**config.mk**
```make
export PLATFORM = sky130hd
export DESIGN_NAME = deq_ctrl
export DESIGN_NICKNAME = d
export VERILOG_FILES = /design/src/hdl/deq_pkg.sv /design/src/hdl/deq_ctrl.sv
export SDC_FILE = /design/constraint.sdc
export NUM_CORES = 1
export LEC_CHECK = 0
export BUFFER_PORTS_ARGS = -buffer_cell sky130_fd_sc_hd__buf_4
export CORE_ASPECT_RATIO = 0.5
export CORE_MARGIN = 2
export CORE_UTILIZATION = 29
export DETAILED_ROUTE_END_ITERATION = 6
export GPL_ROUTABILITY_DRIVEN = 0
export PLACE_DENSITY = 0.56
export SLEW_MARGIN = 10
export SYNTH_ARGS = -nofsm -noshare
export SYNTH_HDL_FRONTEND = slang
export SYNTH_SLANG_ARGS = --single-unit
```
**constraint.sdc**
```tcl
create_clock -name i_clk -period 3.8 [get_ports i_clk]
set_input_delay 0.19 -clock i_clk [delete_from_list [all_inputs] [get_ports i_clk]]
set_output_delay 0.19 -clock i_clk [all_outputs]
set_load 0.02 [all_outputs]
```
**src/hdl/deq_pkg.sv**
```systemverilog
// Shared types and codes for the double-ended queue.
// Request and response structs, request kinds, status codes, default depth.
// No dependencies.
package deq_pkg;

    localparam int DEFAULT_DEPTH = 1024;
    localparam int VAL_W         = 32;
    localparam int OCC_W         = 11;
    localparam int REQ_W         = 3;
    localparam int ST_W          = 2;

    localparam logic [REQ_W-1:0] REQ_PUSH_FRONT = 3'd0;
    localparam logic [REQ_W-1:0] REQ_PUSH_BACK  = 3'd1;
    localparam logic [REQ_W-1:0] REQ_POP_FRONT  = 3'd2;
    localparam logic [REQ_W-1:0] REQ_POP_BACK   = 3'd3;
    localparam logic [REQ_W-1:0] REQ_SIZE       = 3'd4;
    localparam logic [REQ_W-1:0] REQ_EMPTY      = 3'd5;
    localparam logic [REQ_W-1:0] REQ_FRONT      = 3'd6;
    localparam logic [REQ_W-1:0] REQ_BACK       = 3'd7;

    localparam logic [ST_W-1:0] ST_OK        = 2'd0;
    localparam logic [ST_W-1:0] ST_UNDERFLOW = 2'd1;
    localparam logic [ST_W-1:0] ST_OVERFLOW  = 2'd2;

    typedef struct packed {
        logic        [REQ_W-1:0] req_type;
        logic signed [VAL_W-1:0] push_value;
    } t_req;

    typedef struct packed {
        logic signed [VAL_W-1:0] read_value;
        logic        [OCC_W-1:0] occupancy;
        logic                    is_empty;
        logic        [ST_W-1:0]  status;
    } t_rsp;

    // Response fields known at accept time; read data joins when the response register loads.
    typedef struct packed {
        logic [OCC_W-1:0] occupancy;
        logic             is_empty;
        logic [ST_W-1:0]  status;
        logic             use_rdata;
    } t_meta;

endpackage

```
**src/hdl/deq_ctrl.sv**
```systemverilog
// Head/tail pointers and occupancy count; decodes a request into a store access.
// Depends on deq_pkg for request codes, status codes and t_meta.
module deq_ctrl
    import deq_pkg::*;
#(
    parameter int QUEUE_DEPTH = DEFAULT_DEPTH,
    parameter int AW          = $clog2(QUEUE_DEPTH),
    parameter int CW          = $clog2(QUEUE_DEPTH + 1)
) (
    input  logic                    i_clk,
    input  logic                    i_rst_n,
    input  logic                    i_acc,
    input  t_req                    i_req,
    output logic                    o_wr_en,
    output logic                    o_rd_en,
    output logic [AW-1:0]           o_addr,
    output logic signed [VAL_W-1:0] o_wdata,
    output t_meta                   o_meta
);

    localparam logic [AW-1:0] PTR_LAST = AW'(QUEUE_DEPTH - 1);
    localparam logic [CW-1:0] CNT_FULL = CW'(QUEUE_DEPTH);

    logic [AW-1:0] r_head, n_head;
    logic [AW-1:0] r_tail, n_tail;
    logic [CW-1:0] r_count, n_count;

    logic          full, empty;
    logic [AW-1:0] head_inc, head_dec, tail_inc, tail_dec;
    logic          wr, rd;
    logic [AW-1:0] addr;
    logic [ST_W-1:0] status;

    assign full  = (r_count == CNT_FULL);
    assign empty = (r_count == '0);

    assign head_inc = (r_head == PTR_LAST) ? '0 : r_head + 1'b1;
    assign head_dec = (r_head == '0) ? PTR_LAST : r_head - 1'b1;
    assign tail_inc = (r_tail == PTR_LAST) ? '0 : r_tail + 1'b1;
    assign tail_dec = (r_tail == '0) ? PTR_LAST : r_tail - 1'b1;

    always_comb begin
        n_head  = r_head;
        n_tail  = r_tail;
        n_count = r_count;
        wr      = 1'b0;
        rd      = 1'b0;
        addr    = r_head;
        status  = ST_OK;
        unique case (i_req.req_type) inside
            REQ_PUSH_FRONT: begin
                if (full) begin
                    status = ST_OVERFLOW;
                end else begin
                    wr      = 1'b1;
                    addr    = head_dec;
                    n_head  = head_dec;
                    n_count = r_count + 1'b1;
                end
            end
            REQ_PUSH_BACK: begin
                if (full) begin
                    status = ST_OVERFLOW;
                end else begin
                    wr      = 1'b1;
                    addr    = r_tail;
                    n_tail  = tail_inc;
                    n_count = r_count + 1'b1;
                end
            end
            REQ_POP_FRONT: begin
                if (empty) begin
                    status = ST_UNDERFLOW;
                end else begin
                    rd      = 1'b1;
                    addr    = r_head;
                    n_head  = head_inc;
                    n_count = r_count - 1'b1;
                end
            end
            REQ_POP_BACK: begin
                if (empty) begin
                    status = ST_UNDERFLOW;
                end else begin
                    rd      = 1'b1;
                    addr    = tail_dec;
                    n_tail  = tail_dec;
                    n_count = r_count - 1'b1;
                end
            end
            REQ_FRONT: begin
                if (empty) begin
                    status = ST_UNDERFLOW;
                end else begin
                    rd   = 1'b1;
                    addr = r_head;
                end
            end
            REQ_BACK: begin
                if (empty) begin
                    status = ST_UNDERFLOW;
                end else begin
                    rd   = 1'b1;
                    addr = tail_dec;
                end
            end
            REQ_SIZE, REQ_EMPTY: begin
            end
            default: begin
            end
        endcase
    end

    always_ff @(posedge i_clk) begin
        if (!i_rst_n) begin
            r_head  <= '0;
            r_tail  <= '0;
            r_count <= '0;
        end else if (i_acc) begin
            r_head  <= n_head;
            r_tail  <= n_tail;
            r_count <= n_count;
        end
    end

    assign o_wr_en = i_acc && wr;
    assign o_rd_en = i_acc && rd;
    assign o_addr  = addr;
    assign o_wdata = i_req.push_value;

    assign o_meta.occupancy = OCC_W'(n_count);
    assign o_meta.is_empty  = (n_count == '0);
    assign o_meta.status    = status;
    assign o_meta.use_rdata = rd;

`ifndef SYNTHESIS
    a_count_bound: assert property (@(posedge i_clk) disable iff (!i_rst_n)
        r_count <= CNT_FULL)
        else $error("occupancy count above depth");

    a_ptr_meet: assert property (@(posedge i_clk) disable iff (!i_rst_n)
        (r_count == '0 || r_count == CNT_FULL) |-> r_head == r_tail)
        else $error("pointers disagree with empty or full count");

    a_err_hold: assert property (@(posedge i_clk) disable iff (!i_rst_n)
        (i_acc && status != ST_OK) |=>
            ($stable(r_head) && $stable(r_tail) && $stable(r_count)))
        else $error("refused request changed queue state");

    a_one_access: assert property (@(posedge i_clk) disable iff (!i_rst_n)
        !(o_wr_en && o_rd_en))
        else $error("read and write issued together");
`endif

endmodule
```
==> results.toml <==
[run_status]
outcome = "finished clean"

[layout]
finish.instance_area_sq_um = 3850
ant_diodes = 0
synthToLayoutAreaGrowth_pct = 4.98
fillerInstances = 1327
post_route_cells_drive_above_1_share_pct = 12.1
multiInputGateArea_sq_um = 2540
regArea_sq_um = 621
finalNetCount = 550

[setup_path]
crit-reg2reg-capture = "r_head[2]"
length_in_cells_of_the_worst_reg_to_reg_path = 8
cp_data_arrival_time_ns = 3.30
rrSetupSlack_ns = 0.84
critical_path.reg2reg.startpoint = "r_count[0]"
setup.worst_path.end_class = "output port"
worstPathRequired_ns = 3.61
criticalPathCategory = "flop to output port"
worst-path-max-fanout = 9
critPathLaunchType = "flop"

[die]
floorplan.rows = 28
dieHeight_um = 83.5
floorplan.die_area_sq_um = 13600
floorplan.initialDensity_pct = 30.4
boundary_pins = 97
core_area_sq_um = 12100
die-width_um = 163

[pwr]
total_leakage_power_nw = 1.41
power.ir.vdd_worst_v = 0.000175
sequentialPowerShare_pct = 26.0
cellPowerDensity_nw_per_um2 = 399
p_sw_share_pct = 41.8
proportion_of_power_drawn_by_the_clock_network_pct = 26.5
combPwrFrac_pct = 47.5
power.internal_uw = 892
total_power_consumption_mw = 1.53
power_switching_uw = 642

[sta]
fin_worst_hold_slack_ns = 0.143
tightestPinTransition_ns = 0.995
finClkSkew_ns = 0.0124
timing.final.setup_violations = 0
hold_viol = 0
grt_setup_unrepaired = "false"
post-route-period-util_pct = 91.7
clock.fmax_mhz = 287
drv_slew = 0
slew_headroom_pct = 33.2
layout_min_cycle_time_ns = 3.49
timing.setup.tns_ns = 0

[detailed_routing]
vias = 3928
drc_errors = 0
drt-total-wl_mm = 11.5
drt_pass1_iterations = 5
routed_via_density = 5.88
wire_per_inst_um = 17.2
detailedRoute.firstIterationViolations = 351
final_antenna_net_count = 0

[yosys]
synth.top_cell.area_share_pct = 16.9
yosys-top-cells-area = "sky130_fd_sc_hd__dfxtp_1 17%, sky130_fd_sc_hd__buf_4 6.8%, sky130_fd_sc_hd__a21oi_1 5.9%, sky130_fd_sc_hd__nor2_1 5.1%, sky130_fd_sc_hd__o21ai_0 4.9%"
netlist_area_sq_um = 3660
yosysWarningCount = 0
dominant_cell_type_by_area_after_synthesis = "sky130_fd_sc_hd__dfxtp_1"
yosysSeqAreaShare_pct = 16.9
post_synth_num_cell_types = 66
synth_flop_cell = "sky130_fd_sc_hd__dfxtp_1"
synthArstFlopShare_pct = 0
synthCells = 540
flip_flop_and_latch_count_after_synthesis = 31
syn_area_per_cell_sq_um = 6.79
syn_nets = 587
synth_enable_flop_cells = 0

[clock_tree]
cts_tree = "built"
cts_bufs_inserted = 5
clk-insertion-delay-late_ns = 0.29
clkSlewWorstSetupHoldPaths_ns = 0.05
root_buffer = "sky130_fd_sc_hd__clkbuf_16"
cts_hold_repair.buffers = 0
ctsHtreeMaxLevel = 2
clock-sinks = 31
clock_path_buffers = 2

[place]
placed_area_sq_um = 3700
io_buffers = 32
detailedPlacementHpwl_mm = 8.34

[global_routing]
antenna_found_initial = 0
grt_max_degree = 28
grt_pass1_vias = 3621
first_pass_grt_wire_length_mm = 18.9
grt_usage_pct = 17.1
grt_overflow_total = 0

[hold_path]
timing.hold.worst_path_depth = 2
hold_path_end = "r_count[1]"
kind_of_path_behind_the_tightest_hold_check = "primary input to flop"
min-delay-start = "i_acc"

[job]
maxCapViolations = 0
## flip-flops by register name (all words and copies together) (netlist names)
register,flops
r_count,11
r_tail,10
r_head,10
## layer usage
metal,up-vias,share of wire (%),GRT usage [%]
li1,1890,-,-
met1,1861,48,24.2
met2,146,43,26.0
met3,31,7.3,3.18
met4,0,1.9,5.87
met5,-,0,0
## metrics by stage
stage / instances / setup WS (ns) / utilization, %
floorplan: 540 / 0.465 / -
global placement: 661 / 0.572 / 30.7
CTS: 668 / 0.166 / 31.9
global route: 668 / 0.0383 / 31.9
detailed placement: 661 / 0.467 / 30.7
finish: 668 / 0.314 / 31.9
## layout by cell type, fill, tap and decap left out, types with 9 or more instances in the layout
cell type / instances
sky130_fd_sc_hd__inv_1: 16
sky130_fd_sc_hd__ha_1: 9
sky130_fd_sc_hd__nor2_1: 50
sky130_fd_sc_hd__nor3_1: 25
sky130_fd_sc_hd__o21ai_0: 36
sky130_fd_sc_hd__xnor2_1: 13
sky130_fd_sc_hd__a31oi_1: 11
sky130_fd_sc_hd__a211oi_1: 9
sky130_fd_sc_hd__nand2_1: 41
sky130_fd_sc_hd__o22ai_1: 9
sky130_fd_sc_hd__a21oi_1: 43
sky130_fd_sc_hd__buf_4: 36
sky130_fd_sc_hd__dfxtp_1: 31
sky130_fd_sc_hd__nand3_1: 26
sky130_fd_sc_hd__or3_1: 11
## synth_stat cells (all sizes together) (4+ instances only)
| cell type | count |
|---|---|
| a211oi | 9 |
| a21oi | 44 |
| a221oi | 4 |
| a22oi | 4 |
| a31oi | 11 |
| a41oi | 6 |
| and3 | 7 |
| buf | 39 |
| clkbuf | 41 |
| dfxtp | 31 |
| ha | 9 |
| inv | 16 |
| mux2i | 4 |
| nand2 | 41 |
| nand2b | 4 |
| nand3 | 26 |
| nand4 | 4 |
| nor2 | 50 |
| nor3 | 25 |
| nor3b | 4 |
| nor4 | 9 |
| o211ai | 4 |
| o21a | 4 |
| o21ai | 36 |
| o22ai | 9 |
| o31ai | 5 |
| or2 | 5 |
| or3 | 12 |
| xnor2 | 13 |
| xor2 | 6 |
## worst max path at each step
| stage | start | to | slack, ns | depth (start not counted) |
|---|---|---|---|---|
| floorplan | r_count[0] | o_meta[3] | 0.47 | 10 |
| global placement | r_count[0] | o_meta[3] | 0.57 | 9 |
| detailed placement | r_count[1] | o_meta[3] | 0.47 | 9 |
| CTS | r_count[0] | o_meta[3] | 0.17 | 9 |
| global route | r_count[1] | o_meta[3] | 0.04 | 9 |
| finish | r_count[0] | o_meta[3] | 0.31 | 9 |
## layout make-up
cell class / count / share of cell area [%]
Clock inverter: 1 / 0.130
Inverter: 17 / 1.66
Multi-Input combinational cell: 412 / 66.1
Tap cell: 165 / 5.37
Clock buffer: 6 / 3.61
Sequential cell: 31 / 16.1
Timing Repair Buffer: 36 / 7.02
## critical path, cell delays in order, from the launching register on
cell	delay, ns
sky130_fd_sc_hd__dfxtp_1	0.41
sky130_fd_sc_hd__inv_1	0.18
sky130_fd_sc_hd__ha_1	0.21
sky130_fd_sc_hd__or3b_1	0.44
sky130_fd_sc_hd__or4_4	0.59
sky130_fd_sc_hd__a21oi_4	0.17
sky130_fd_sc_hd__xnor2_1	0.10
sky130_fd_sc_hd__or4_1	0.50
sky130_fd_sc_hd__nor4_2	0.25
sky130_fd_sc_hd__buf_4	0.18
## cell families after synthesis
kind of cell / count (synthesis) / synth area share (%)
simple gates: 211 / 29.9
compound gates: 169 / 30.6
buf+inv: 97 / 13.8
flops: 31 / 16.9
xor+xnor: 19 / 4.54
fa+ha+maj: 9 / 3.07
mux: 4 / 1.09
## power by group through the flow
stage	logic [mW]	clock network (mW)	registers, mW
after detailed placement	0.718	0	0.405
after global placement	0.717	0	0.404
after CTS	0.721	0.419	0.398
after global routing	0.800	0.430	0.405
after floorplan	0.596	0	0.360
final	0.729	0.406	0.399
## timing repair
action / 4_1_cts / 5_1_grt
resized for setup: 0 / 1
buffers inserted: 0 / 0
setup endpoints to repair: 0 / 1
(Power assumes the default switching activity.)
